**src/design/set_assoc_cache_lru_defines.svh**
```systemverilog
// Assertion macros for the set-associative cache
`ifndef SET_ASSOC_CACHE_LRU_DEFINES_SVH
`define SET_ASSOC_CACHE_LRU_DEFINES_SVH
// implication checked at every clock edge outside reset
`define SAC_ASSERT_IMP(label, clk, rst_n, ante, cons) \
    label: assert property (@(posedge clk) disable iff (!rst_n) (ante) |-> (cons)) \
        else $error("assertion failed");
// implication checked in the cycle after the antecedent
`define SAC_ASSERT_NXT(label, clk, rst_n, ante, cons) \
    label: assert property (@(posedge clk) disable iff (!rst_n) (ante) |=> (cons)) \
        else $error("assertion failed");
`endif

```
**src/design/sac_pkg.sv**
```systemverilog
// Package with types and constants of the set-associative cache
`default_nettype none
package sac_pkg;
    localparam int NUM_SETS       = 16;
    localparam int NUM_WAYS       = 4;
    localparam int WORDS_PER_LINE = 4;
    localparam int ADDR_BITS      = 12;
    localparam int OFF_W  = (WORDS_PER_LINE > 1) ? $clog2(WORDS_PER_LINE) : 1;
    localparam int SET_W  = (NUM_SETS > 1) ? $clog2(NUM_SETS) : 1;
    localparam int WAY_W  = (NUM_WAYS > 1) ? $clog2(NUM_WAYS) : 1;
    localparam int WORD_W = ADDR_BITS - 2;
    localparam int TAG_W  = WORD_W - $clog2(WORDS_PER_LINE) - $clog2(NUM_SETS);
    localparam int TAG_WS = (TAG_W > 0) ? TAG_W : 1;
    localparam int LINE_W = $clog2(NUM_SETS * NUM_WAYS) > 0 ? $clog2(NUM_SETS * NUM_WAYS) : 1;
    localparam int LW_W   = $clog2(NUM_SETS * NUM_WAYS * WORDS_PER_LINE) > 0 ?
                            $clog2(NUM_SETS * NUM_WAYS * WORDS_PER_LINE) : 1;
    localparam int MEM_DEPTH = 1 << WORD_W;
    localparam int CFG_IDX_W = 1;

    localparam logic [CFG_IDX_W-1:0] CFG_WRITE_ALLOCATE = 1'd0;
    localparam logic [CFG_IDX_W-1:0] CFG_WRITE_BACK     = 1'd1;
    localparam logic CMD_READ  = 1'b0;
    localparam logic CMD_WRITE = 1'b1;

    typedef struct packed {
        logic        command;
        logic [11:0] address;
        logic [31:0] write_data;
    } t_req;

    typedef struct packed {
        logic [31:0] read_data;
        logic        hit;
        logic        evicted_dirty;
        logic        memory_written;
        logic [31:0] hit_total;
    } t_rsp;

    // controller -> datapath
    typedef struct packed {
        logic load;       // capture request, start tag lookup
        logic decide;     // evaluate lookup results
        logic clr_step;   // step of reset clearing pass
        logic wb_step;    // write back one victim word
        logic fill_rd;    // issue memory read of one fill word
        logic fill_wr;    // store one fill word into line
        logic finish;     // update line, counters and result
    } t_cmd;

    // datapath -> controller
    typedef struct packed {
        logic clr_done;
        logic hit;
        logic alloc;
        logic dirty_victim;
        logic wb_last;
        logic fill_last;
    } t_sts;
endpackage
`default_nettype wire

```
**src/design/sac_ctrl.sv**
```systemverilog
// Controller state machine of the set-associative cache
`default_nettype none
`include "set_assoc_cache_lru_defines.svh"
module sac_ctrl import sac_pkg::*; (
    input  wire       i_clk,
    input  wire       i_rst_n,
    input  wire       i_req_valid,
    output logic      o_req_ready,
    input  wire       i_out_busy,
    input  wire t_sts i_sts,
    output t_cmd      o_cmd
);
    localparam logic [2:0] ST_CLEAR  = 3'd0;
    localparam logic [2:0] ST_IDLE   = 3'd1;
    localparam logic [2:0] ST_LOOKUP = 3'd2;
    localparam logic [2:0] ST_WB     = 3'd3;
    localparam logic [2:0] ST_FRD    = 3'd4;
    localparam logic [2:0] ST_FWR    = 3'd5;
    localparam logic [2:0] ST_DONE   = 3'd6;

    logic [2:0] r_state, n_state;

    always_ff @(posedge i_clk) begin
        if (!i_rst_n) begin
            r_state <= ST_CLEAR;
        end else begin
            r_state <= n_state;
        end
    end

    always_comb begin
        n_state     = r_state;
        o_cmd       = '0;
        o_req_ready = 1'b0;
        unique case (r_state)
            ST_CLEAR: begin
                o_cmd.clr_step = 1'b1;
                if (i_sts.clr_done) n_state = ST_IDLE;
            end
            ST_IDLE: begin
                o_req_ready = 1'b1;
                if (i_req_valid) begin
                    o_cmd.load = 1'b1;
                    n_state    = ST_LOOKUP;
                end
            end
            ST_LOOKUP: begin
                o_cmd.decide = 1'b1;
                if (i_sts.hit || !i_sts.alloc) begin
                    n_state = ST_DONE;
                end else if (i_sts.dirty_victim) begin
                    n_state = ST_WB;
                end else begin
                    n_state = ST_FRD;
                end
            end
            ST_WB: begin
                o_cmd.wb_step = 1'b1;
                if (i_sts.wb_last) n_state = ST_FRD;
            end
            ST_FRD: begin
                o_cmd.fill_rd = 1'b1;
                n_state = ST_FWR;
            end
            ST_FWR: begin
                o_cmd.fill_wr = 1'b1;
                n_state = i_sts.fill_last ? ST_DONE : ST_FRD;
            end
            ST_DONE: begin
                if (!i_out_busy) begin
                    o_cmd.finish = 1'b1;
                    n_state = ST_IDLE;
                end
            end
            default: n_state = ST_CLEAR;
        endcase
    end

    `SAC_ASSERT_IMP(a_ready_idle, i_clk, i_rst_n, o_req_ready, r_state == ST_IDLE)
    `SAC_ASSERT_NXT(a_load_lookup, i_clk, i_rst_n, o_cmd.load, r_state == ST_LOOKUP)
    `SAC_ASSERT_IMP(a_finish_free, i_clk, i_rst_n, o_cmd.finish, !i_out_busy)
endmodule
`default_nettype wire

```
**config.mk**
```make
export PLATFORM = sky130hd
export DESIGN_NAME = sac_ctrl
export DESIGN_NICKNAME = d
export VERILOG_FILES = /design/src/design/sac_pkg.sv /design/src/design/sac_ctrl.sv
export VERILOG_INCLUDE_DIRS = /design/src /design/src/design
export SDC_FILE = /design/constraint.sdc
export NUM_CORES = 1
export LEC_CHECK = 0
export ABC_CLOCK_PERIOD_IN_PS = 3300
export BUFFER_PORTS_ARGS = -buffer_cell sky130_fd_sc_hd__clkbuf_2
export CAP_MARGIN = 25
export CORE_AREA = 5 5 42 44
export CTS_CLUSTER_DIAMETER = 80
export DETAILED_ROUTE_END_ITERATION = 8
export DIE_AREA = 0 0 47 49
export SYNTH_ARGS = -nofsm -noshare
export SYNTH_HDL_FRONTEND = slang
export SYNTH_SLANG_ARGS = --single-unit
```
**constraint.sdc**
```tcl
create_clock -name i_clk -period 3.3 [get_ports i_clk]
set_input_delay 0.66 -clock i_clk [delete_from_list [all_inputs] [get_ports i_clk]]
set_output_delay 0.66 -clock i_clk [all_outputs]
set_load 0.02 [all_outputs]
```
==> metrics.md, run 1 <==
| Metric | Value |
|---|---|
| Clock latency on the worst-skew pair | `roughly 0.24 ns` |
| Routed vias/inst | `a little under 5` |
| Finished Layout Cells | `74` |
| Hold Crit Start | `i_rst_n` |
| Global-route wire length before repair | `roughly 1.4 mm` |
| Num CTS Buffers | `3` |
| GRT overflow | `0` |
| Synth cell count leaders | `inv_1 (4), nor3_1 (4), nor3b_1 (4)` |
| Netlist cell types | `25` |
| HPWL after DPL | `659 µm` |
| Slew @ Worst Pin | `roughly 0.43 ns` |
| Delay-heaviest family, CP | `flip-flops` |
| Largest net degree at the start of global routing | `15` |
| Final Max Slew Viols | `0` |
| Initial Util | `0.225` |
| Biggest register | `r_state` |
| Slew HR | `0.713` |
| Placed cell area | `403 µm²` |
| Final setup viols | `0` |
| CTS tree | `yes` |
| Die area | `0.00230 mm²` |
| FF-to-FF path depth | `3` |
| Worst-path clk slew | `approximately 0.04 ns` |
| Post-synth top area cell | `dfxtp_1` |
| R2R Path Start | `r_state[1]` |
| Worst Skew | `roughly 0.0048 ns` |
| Register bit total from synthesis | `3` |
| Mapped cell area | `roughly 320 µm²` |
| Hold slack | `approximately 0.65 ns` |
| Highest Clock Rate | `0.486 GHz` |
| Dpl cells | `70` |
| WL final | `832 µm` |
| Post-synth ARST share | `0` |
| Buffer and inverter count on the worst path | `2` |
| Core Region | `between 0.001 and 0.0015 mm²` |
| Initial antenna violation count | `0` |
| Antenna cells | `0` |
| Stages on worst setup path | `3` |
| HP Class | `primary input to flip-flop` |
| Critical path endpoint category | `output port` |
| Critical path class | `flip-flop to output port` |
| Crit path cell chain | `inv_1, nor3b_1, clkbuf_2` |
| Synth Area per Inst | `7.88 µm²` |
| Static Leakage | `0.202 nW` |
| Drt pass-1 iters | `2` |
| Hold Vio Cnt, Final | `0` |
| GP Congestion | `0.801` |
| Via count | `359` |
| PortBufs | `17` |
| Largest regs | `r_state (3)` |
| Clock buffer depth | `2` |
| Crit path launch type | `flip-flop` |
| Post-synth EDFFs | `0` |
| Max-cap violations | `0` |
| Max reg flops | `3` |
| Antenna viol nets, final | `0` |
| Syn_nets | `50` |
| Post-DR wirelength/cell | `around 11 µm` |
| Top post-synthesis cells by area | `dfxtp_1 (19%), nor3b_1 (9.5%), nor3_1 (6.3%)` |
| IO Pins | `18` |
| Drt initial violations | `5` |
| R2R setup slack | `1.80 ns` |
| Chip Width | `~47 µm` |
| Share of post-route cells with drive strength above 1 | `0.414` |
| Fin crit share | `0.623` |
| Cell Pwr Density | `roughly 850 mW/mm²` |
| Hold-fix buffers, CTS | `0` |
| CP peak stage delay | `approximately 0.57 ns` |
| Layout Nets | `69` |
| RSZ-0062 raised after global routing | `no` |
| Synth Instances | `40` |
| DRC errors left | `0` |
| Crit Path Max Fanout | `14` |
| GRT Util Overall | `0.0823` |
| Hold path depth | `2` |
| R2r endpoint | `r_state[0]` |
| Sequential-to-total area share from yosys stat | `0.190` |
| TritonCTS Sinks | `3` |
| Synthesis-to-layout area growth | `36.1%` |
| Number of global-route vias before repair | `between 300 and 400` |
| CTS Root Cell | `clkbuf_4` |
| Yosys top cell area share | `0.190` |
| WHS Endpoint | `r_state[2]` |
| Rows | `14` |
| Chip height | `49 µm` |
| Fin crit period | `about 2 ns` |
| Number of setup buffers added after CTS | `0` |
| Worst EP required | `~2.6 ns` |
| Worst EP arrival | `1.40 ns` |
| CTS H-tree lvls | `1` |
| Status | `completed` |
| Cts repair resizes | `0` |
| Setup TNS Final | `0 ns` |
| Slowest cell on crit path | `dfxtp_1` |
| Worst VDD drop | `0.366 mV` |
| Fin area | `between 400 and 500 µm²` |
| Ys flop type | `dfxtp_1` |
| Ys Warns | `0` |
## layout by cell type, fill, tap and decap left out, drive strengths merged
cell	count
a211oi	1
a21boi	1
a21oi	1
a31oi	1
and3	1
clkbuf	21
dfxtp	3
inv	4
mux2	1
mux2i	1
nand2	1
nand2b	3
nand4b	1
nor2	3
nor3	4
nor3b	4
nor4bb	1
o211ai	1
o21a	1
o31a	1
o41ai	1
or4	2
## through the flow
stage / setup WS (ns) / utilization / power, mW
6_report: 1.24 / 0.306 / 0.363
3_5_place_dp: 1.49 / 0.288 / 0.301
2_1_floorplan: 1.50 / - / 0.252
4_1_cts: 1.23 / 0.306 / 0.370
5_1_grt: 1.12 / 0.306 / 0.399
3_3_place_gp: 1.51 / 0.288 / 0.299
## kinds of logic (layout without fill, tap and decap cells)
logic type | count (synthesis) | after routing | share of synthesized area
compound gates | 8 | 8 | 0.226
buf+inv | 7 | 25 | 0.103
flops | 3 | 3 | 0.190
mux | 2 | 2 | 0.0675
simple gates | 20 | 20 | 0.413
## per-layer routing
layer  wire [µm]  vias up  global-route usage
met4          16        0              0.0553
met2         438        9               0.124
li1            -      182                   -
met3          46        2              0.0369
met1         330      166              0.0877
met5           0        -                   0
## worst reg2reg max path: cells and delay by family (launching register included)
family          cells  cell delay (ns)
compound gates      1             0.06
simple gates        1             0.43
mux                 1             0.37
flops               1             0.55
## power breakdown
| part | internal [mW] | leakage (nW) | total [mW] | switching (mW) |
|---|---|---|---|---|
| Clock | 0.0453 | 0.0150 | 0.0647 | 0.0194 |
| Combinational | 0.0891 | 0.162 | 0.199 | 0.110 |
| Sequential | 0.0521 | 0.0248 | 0.0998 | 0.0477 |
| Total | 0.186 | 0.202 | 0.363 | 0.177 |
## final cells by class
type                    count  area [µm²]
multi-input cells          30         223
fillers                   160         972
flip-flops and latches      3        60.1
inverters                   4        15.0
clock buffers               4        26.3
repair buffers             17        85.1
well taps                  16        20.0
## worst max path at each step
stage	from	to	slack (ns)
after detailed placement	r_state[0]	o_cmd[1]	1.49
after global placement	i_out_busy	o_cmd[0]	1.51
after CTS	r_state[0]	o_cmd[1]	1.23
after floorplan	i_out_busy	o_cmd[0]	1.50
final	r_state[0]	o_cmd[1]	1.24
after global routing	r_state[0]	o_cmd[1]	1.12
No activity file was read; power rests on OpenSTA's default activity.
==> run 2, diff against run 1 <==
--- a/config.mk
+++ b/config.mk
@@ -6,7 +6,7 @@
 export SDC_FILE = /design/constraint.sdc
 export NUM_CORES = 1
 export LEC_CHECK = 0
-export ABC_CLOCK_PERIOD_IN_PS = 3300
+export ABC_CLOCK_PERIOD_IN_PS = 1700
 export BUFFER_PORTS_ARGS = -buffer_cell sky130_fd_sc_hd__clkbuf_2
 export CAP_MARGIN = 25
 export CORE_AREA = 5 5 42 44
==> constraint.sdc (replaced) <==
create_clock -name i_clk -period 1.7 [get_ports i_clk]
set_input_delay 0.34 -clock i_clk [delete_from_list [all_inputs] [get_ports i_clk]]
set_output_delay 0.34 -clock i_clk [all_outputs]
set_load 0.02 [all_outputs]
==> run 2 against run 1 <==
Against the previous run:
- critical endpoint unchanged
- worst setup slack got worse by 1.1 ns
- combinational power is 110% higher
- register-to-register slack worse by 1.5 ns
- clock-buffer cell count stayed put
- sequential share of layout area about the same
- largest power group unchanged
- highest routed layer unchanged
- utilization rose by 0.62 points
- first-iteration DRC count is 60% higher
==> metrics.md, run 2 (same netlist as run 1, synthesis figures left out) <==
| Metric | Value |
|---|---|
| Clock group share of total power | `0.171 (-0.007)` |
| Initial antenna violation count | `0 (unchanged)` |
| Synthesis-to-layout area growth | `38.9%` |
| Worst EP arrival | `1.20 ns (-0.20 ns)` |
| Cell Pwr Density | `1650 mW/mm² (+95%)` |
| GRT Util Overall | `0.0844 (+0.00205)` |
| Most common cell after layout, fill and taps aside | `clkbuf_2` |
| Final WS setup | `0.156 ns (-1.09 ns)` |
| Final setup viols | `0 (unchanged)` |
| Seq pwr share | `0.247 (-0.028)` |
| P_int | `0.377 mW (+100%)` |
| Largest regs | `r_state (3)` |
| Fin crit share | `0.908` |
| Routed vias/inst | `4.85 (about the same)` |
| Final core occ | `0.313 (+0.00625)` |
| Largest net degree at the start of global routing | `13 (-2)` |
| GRT overflow | `0 (unchanged)` |
| Num CTS Buffers | `3 (unchanged)` |
| Worst EP required | `1.36 ns (-1.28 ns)` |
| Worst Skew | `0.00294 ns (-0.00185 ns)` |
| Most frequent cells in the layout | `clkbuf_2 (17), nor3b_1 (4), inv_1 (4), nor3_1 (4)` |
| Final Max Slew Viols | `0 (unchanged)` |
| IO Pins | `18 (unchanged)` |
| Hold Vio Cnt, Final | `0 (unchanged)` |
| Via count | `364 (+1.4%)` |
| Number of global-route vias before repair | `342 (+2.7%)` |
| Antenna viol nets, final | `0 (unchanged)` |
| Fin crit period | `~1.5 ns` |
| HP Class | `primary input to flip-flop` |
| GP Congestion | `0.794 (-0.95%)` |
| Drt pass-1 iters | `3 (+1)` |
| Clock buffer depth | `2 (unchanged)` |
| Critical path endpoint category | `output port` |
| HPWL after DPL | `720 µm (+9.2%)` |
| Max reg flops | `3 (unchanged)` |
| Chip height | `49 µm (unchanged)` |
| Switching pwr | `0.347 mW (+96%)` |
| Comb power frac | `0.582 (+0.035)` |
| Setup TNS Final | `0 ns (unchanged)` |
| R2R setup slack | `0.33 ns (-1.47 ns)` |
| DRC errors left | `0 (unchanged)` |
| WL final | `849 µm (+2.0%)` |
| Antenna cells | `0 (unchanged)` |
| Drt initial violations | `8 (+3)` |
| Biggest register | `r_state` |
| Highest Clock Rate | `approximately 0.65 GHz` |
| Hold-fix buffers, CTS | `0 (unchanged)` |
| Crit path cell chain | `inv_1, nor3b_1, clkbuf_2` |
| CTS tree | `yes` |
| Chip Width | `47 µm (unchanged)` |
| Global-route wire length before repair | `1.46 mm (+6.5%)` |
| CTS H-tree lvls | `1 (unchanged)` |
| RSZ-0062 raised after global routing | `no` |
| Slowest cell on crit path | `dfxtp_1` |
| Max-cap violations | `0 (unchanged)` |
| Layout Nets | `70 (+1.4%)` |
| CP peak stage delay | `0.44 ns (-0.13 ns)` |
| Rows | `14 (unchanged)` |
| Critical path class | `flip-flop to output port` |
| Crit path launch type | `flip-flop` |
| Share of post-route cells with drive strength above 1 | `0.441 (+0.0269)` |
| Worst VDD drop | `0.804 mV (+120%)` |
| Static Leakage | `0.207 nW (+2.7%)` |
| Initial Util | `0.225 (unchanged)` |
| Die area | `0.00230 mm² (unchanged)` |
| Crit Path Max Fanout | `8 (-6)` |
| Clock latency on the worst-skew pair | `0.23 ns (about the same)` |
| Slew HR | `0.791 (+0.0781)` |
| Switch share | `0.480 (-0.00718)` |
| PortBufs | `17 (unchanged)` |
| Worst-path clk slew | `0.04 ns (about the same)` |
| TritonCTS Sinks | `3 (unchanged)` |
| CTS Root Cell | `clkbuf_4` |
| Core Region | `0.00140 mm² (unchanged)` |
| Worst slack at placement | `0.201 ns (-1.29 ns)` |
| Status | `completed` |
| Post-DR wirelength/cell | `11.3 µm (+0.68%)` |
| Slew @ Worst Pin | `0.313 ns (-0.117 ns)` |
| Fillcell total | `167 (+4.4%)` |
## run 2: worst paths after layout
check | from | to | depth (start not counted)
max reg2reg | r_state[1] | r_state[0] | 3
min | i_rst_n | r_state[2] | 2
max | r_state[0] | o_cmd[1] | 3
min reg2reg | r_state[1] | r_state[2] | 2
## run 2: per-layer routing
layer / track usage / vias up / share of wire
li1: - / 187 / -
met1: 0.0897 / 165 / 0.41
met2: 0.136 / 9 / 0.53
met3: 0.0369 / 3 / 0.051
met4: 0.0415 / 0 / 0.0094
met5: 0 / - / 0
## run 2: stage by stage
| step | std cells | area [µm²] | power (mW) | hold slack (ns) |
|---|---|---|---|---|
| final | 75 | 438 | 0.724 | 0.329 |
| after global routing | 75 | 438 | 0.789 | 0.314 |
| after CTS | 75 | 437 | 0.731 | 0.326 |
| after detailed placement | 71 | 410 | 0.603 | 0.567 |
| after global placement | 71 | 410 | 0.594 | 0.560 |
| after floorplan | 40 | 315 | 0.490 | 0.458 |
## run 2: repair_timing
action / in CTS / in global routing
buffers inserted: 0 / 0
gates resized for setup: 0 / 1
endpoints found under the setup margin: 0 / 2
## run 2: final cells by class
cell class,instances,area [µm²],share of cell area
Multi-Input combinational cell,30,223,0.509
Inverter,4,15.0,0.0343
Clock buffer,4,26.3,0.0600
Tap cell,16,20.0,0.0457
Sequential cell,3,61.3,0.140
Timing Repair Buffer,18,92.6,0.211
## run 2: worst max-delay path: cells and delay by family, from the launching register on
| family | cells | cell delay, ns |
|---|---|---|
| buffers and inverters | 2 | 0.33 |
| flip-flops | 1 | 0.44 |
| AND/OR/NAND/NOR | 1 | 0.20 |
## run 2: power by group through the flow
stage	combinational [mW]	sequential, mW	clock, mW
floorplan	0.368	0.122	0
global placement	0.420	0.173	0
detailed placement	0.425	0.177	0
CTS	0.426	0.176	0.129
global route	0.462	0.189	0.139
finish	0.421	0.179	0.124
==> run 3, diff against run 2 <==
--- a/config.mk
+++ b/config.mk
@@ -6,13 +6,17 @@
 export SDC_FILE = /design/constraint.sdc
 export NUM_CORES = 1
 export LEC_CHECK = 0
+export ABC_AREA = 1
 export ABC_CLOCK_PERIOD_IN_PS = 1700
 export BUFFER_PORTS_ARGS = -buffer_cell sky130_fd_sc_hd__clkbuf_2
 export CAP_MARGIN = 25
-export CORE_AREA = 5 5 42 44
+export CELL_PAD_IN_SITES_DETAIL_PLACEMENT = 0
+export CELL_PAD_IN_SITES_GLOBAL_PLACEMENT = 1
+export CORE_MARGIN = 5
+export CORE_UTILIZATION = 22
 export CTS_CLUSTER_DIAMETER = 80
 export DETAILED_ROUTE_END_ITERATION = 8
-export DIE_AREA = 0 0 47 49
+export PLACE_DENSITY_LB_ADDON = 0.1
 export SYNTH_ARGS = -nofsm -noshare
 export SYNTH_HDL_FRONTEND = slang
 export SYNTH_SLANG_ARGS = --single-unit
==> run 3 against run 2 <==
Against the previous run:
- cell count increased by 27%
- clock-buffer cell count unchanged
- maximum frequency shrank 0.95%
- synthesized area is 3.2% higher
==> metrics.md, run 3 <==
| Metric | Value |
|---|---|
| Via count | `407 (+12%)` |
| Top post-synthesis cells by area | `nand2_1 (21%), dfxtp_1 (18%), nor2_1 (15%)` |
| Fin crit share | `0.917 (+0.00873)` |
| Crit Path Max Fanout | `8 (unchanged)` |
| Biggest register | `r_state` |
| Sequential-to-total area share from yosys stat | `0.185 (-0.00586)` |
| TritonCTS Sinks | `3 (unchanged)` |
| Slew HR | `0.811 (+0.0200)` |
| Synth Instances | `60 (+50%)` |
| Dpl cells | `91 (+28%)` |
| Synthesis-to-layout area growth | `36.2%` |
| GP Congestion | `0.716 (-9.8%)` |
| Layout Nets | `91 (+30%)` |
| Initial Util | `0.241 (+0.0160)` |
| Netlist cell types | `15 (-40%)` |
| Max reg flops | `3 (unchanged)` |
| Ys Warns | `0 (unchanged)` |
| Routed length on met2 | `444 µm (-0.89%)` |
| Worst-path clk slew | `0.04 ns (about the same)` |
| Share of post-route cells with drive strength above 1 | `0.363 (-0.0782)` |
| Critical path class | `flip-flop to output port` |
| Post-synth EDFFs | `0 (unchanged)` |
| Post-Route M1 WL | `401 µm (+15%)` |
| Post-synth ARST share | `0 (unchanged)` |
| Largest regs | `r_state (3)` |
| CTS Root Cell | `clkbuf_4` |
| Largest net degree at the start of global routing | `9 (-4)` |
| WL final | `907 µm (+6.8%)` |
| Yosys top cell area share | `0.208 (+0.0172)` |
| Hold Vio Cnt, Final | `0 (unchanged)` |
| R2R setup slack | `0.52 ns (+0.19 ns)` |
| Mapped cell area | `325 µm² (+3.2%)` |
| Worst EP required | `1.36 ns (about the same)` |
| Antenna viol nets, final | `0 (unchanged)` |
| Most frequent cells in the layout | `nand2_1 (18), clkbuf_2 (17), nor2_1 (13)` |
| Number of global-route vias before repair | `416 (+22%)` |
| Critical path endpoint category | `output port` |
| HPWL after DPL | `755 µm (+4.9%)` |
| Chip height | `48.5 µm (-1.1%)` |
| DRC errors left | `0 (unchanged)` |
| Rows | `13 (-1)` |
| Fin crit period | `1.56 ns (+0.0148 ns)` |
| CTS tree | `yes` |
| Syn_nets | `70 (+40%)` |
| Slew @ Worst Pin | `0.281 ns (-0.0322 ns)` |
| Synth Area per Inst | `5.42 µm² (-31%)` |
| Setup TNS Final | `0 ns (unchanged)` |
| Global-route wire length before repair | `1.54 mm (+5.7%)` |
| Status | `completed` |
| PnR Total Power | `0.863 mW (+19%)` |
| Hold slack | `0.338 ns (+0.00856 ns)` |
| Ys flop type | `dfxtp_1` |
| Fillcell total | `172 (+3.0%)` |
| Uppermost layer routed | `met3` |
| Drt initial violations | `7 (-1)` |
| Antenna cells | `0 (unchanged)` |
| Hold-fix buffers, CTS | `0 (unchanged)` |
| Finished Layout Cells | `95 (+27%)` |
| GRT overflow | `0 (unchanged)` |
| Cell Pwr Density | `1950 mW/mm² (+18%)` |
| Chip Width | `48.5 µm (+3.1%)` |
| Count leader, synth | `nand2_1` |
| Worst EP arrival | `1.22 ns (+0.02 ns)` |
| PortBufs | `17 (unchanged)` |
| Crit path launch type | `flip-flop` |
| Met3 routed WL | `61 µm (+42%)` |
| Post-synth top area cell | `nand2_1` |
| Max-cap violations | `0 (unchanged)` |
| Register bit total from synthesis | `3 (unchanged)` |
| IO Pins | `18 (unchanged)` |
| Drt pass-1 iters | `4 (+1)` |
| RSZ-0062 raised after global routing | `no` |
| Worst Skew | `0.00210 ns (-0.000842 ns)` |
| Clock buffer depth | `2 (unchanged)` |
| Synth cell count leaders | `nand2_1 (18), nor2_1 (13), inv_1 (9)` |
| Core Region | `0.00135 mm² (-3.7%)` |
| CTS H-tree lvls | `1 (unchanged)` |
| Final WS setup | `0.141 ns (-0.0148 ns)` |
| HP Class | `primary input to flip-flop` |
| Final setup viols | `0 (unchanged)` |
| Clock latency on the worst-skew pair | `0.23 ns (about the same)` |
| Highest Clock Rate | `0.641 GHz (-0.95%)` |
| Worst VDD drop | `0.466 mV (-42%)` |
| Final Max Slew Viols | `0 (unchanged)` |
| Worst slack at placement | `0.302 ns (+0.101 ns)` |
| Initial antenna violation count | `0 (unchanged)` |
| Die area | `0.00235 mm² (+1.9%)` |
| Static Leakage | `0.280 nW (+35%)` |
| Most common cell after layout, fill and taps aside | `nand2_1` |
| Routed vias/inst | `4.28 (-12%)` |
| Num CTS Buffers | `3 (unchanged)` |
| GRT Util Overall | `0.0794 (-0.00501)` |
| Post-DR wirelength/cell | `9.55 µm (-16%)` |
-- run 3: report_power, final --
part | internal, mW | switching (mW)
Clock | 0.0880 | 0.0374
Combinational | 0.195 | 0.372
Sequential | 0.111 | 0.0590
-- run 3: cells by family (layout without fill, tap and decap cells) --
logic type | count (synthesis) | in the layout | synth area share
compound gates | 3 | 3 | 0.0538
flops | 3 | 3 | 0.185
buf+inv | 13 | 33 | 0.196
simple gates | 41 | 41 | 0.565
-- run 3: critical path: stages, from the launching register on --
cell      delay [ns]
dfxtp_2         0.41
inv_1           0.07
nor4_1          0.27
clkbuf_2        0.23
-- run 3: per-stage QoR --
stage / utilization / cell area, µm²
after floorplan: - / 325
after global placement: 0.307 / 414
after detailed placement: 0.307 / 414
after CTS: 0.326 / 440
after global routing: 0.328 / 443
final: 0.328 / 443
-- run 3: worst paths after layout --
check             start         end  cells past startpoint
max          r_state[1]    o_cmd[0]                      3
min             i_rst_n  r_state[2]                      3
max reg2reg  r_state[2]  r_state[1]                      8
min reg2reg  r_state[0]  r_state[0]                      2
-- run 3: repair_timing --
action | CTS | global route
buffers inserted | 0 | 0
endpoints found under the setup margin | 0 | 2
resized for setup | 0 | 2
-- run 3: routing by layer --
layer	global-route usage	vias to the layer above
li1	-	218
met1	0.0839	178
met2	0.141	11
met3	0.0306	0
met4	0.0269	0
met5	0	-
-- run 3: final cells by class --
cell class	instances	area, µm²	area share
flip-flops and latches	3	62.6	0.141
repair buffers	18	92.6	0.209
multi-input cells	44	201	0.455
inverters	11	41.3	0.0932
well taps	15	18.8	0.0424
clock buffers	4	26.3	0.0593
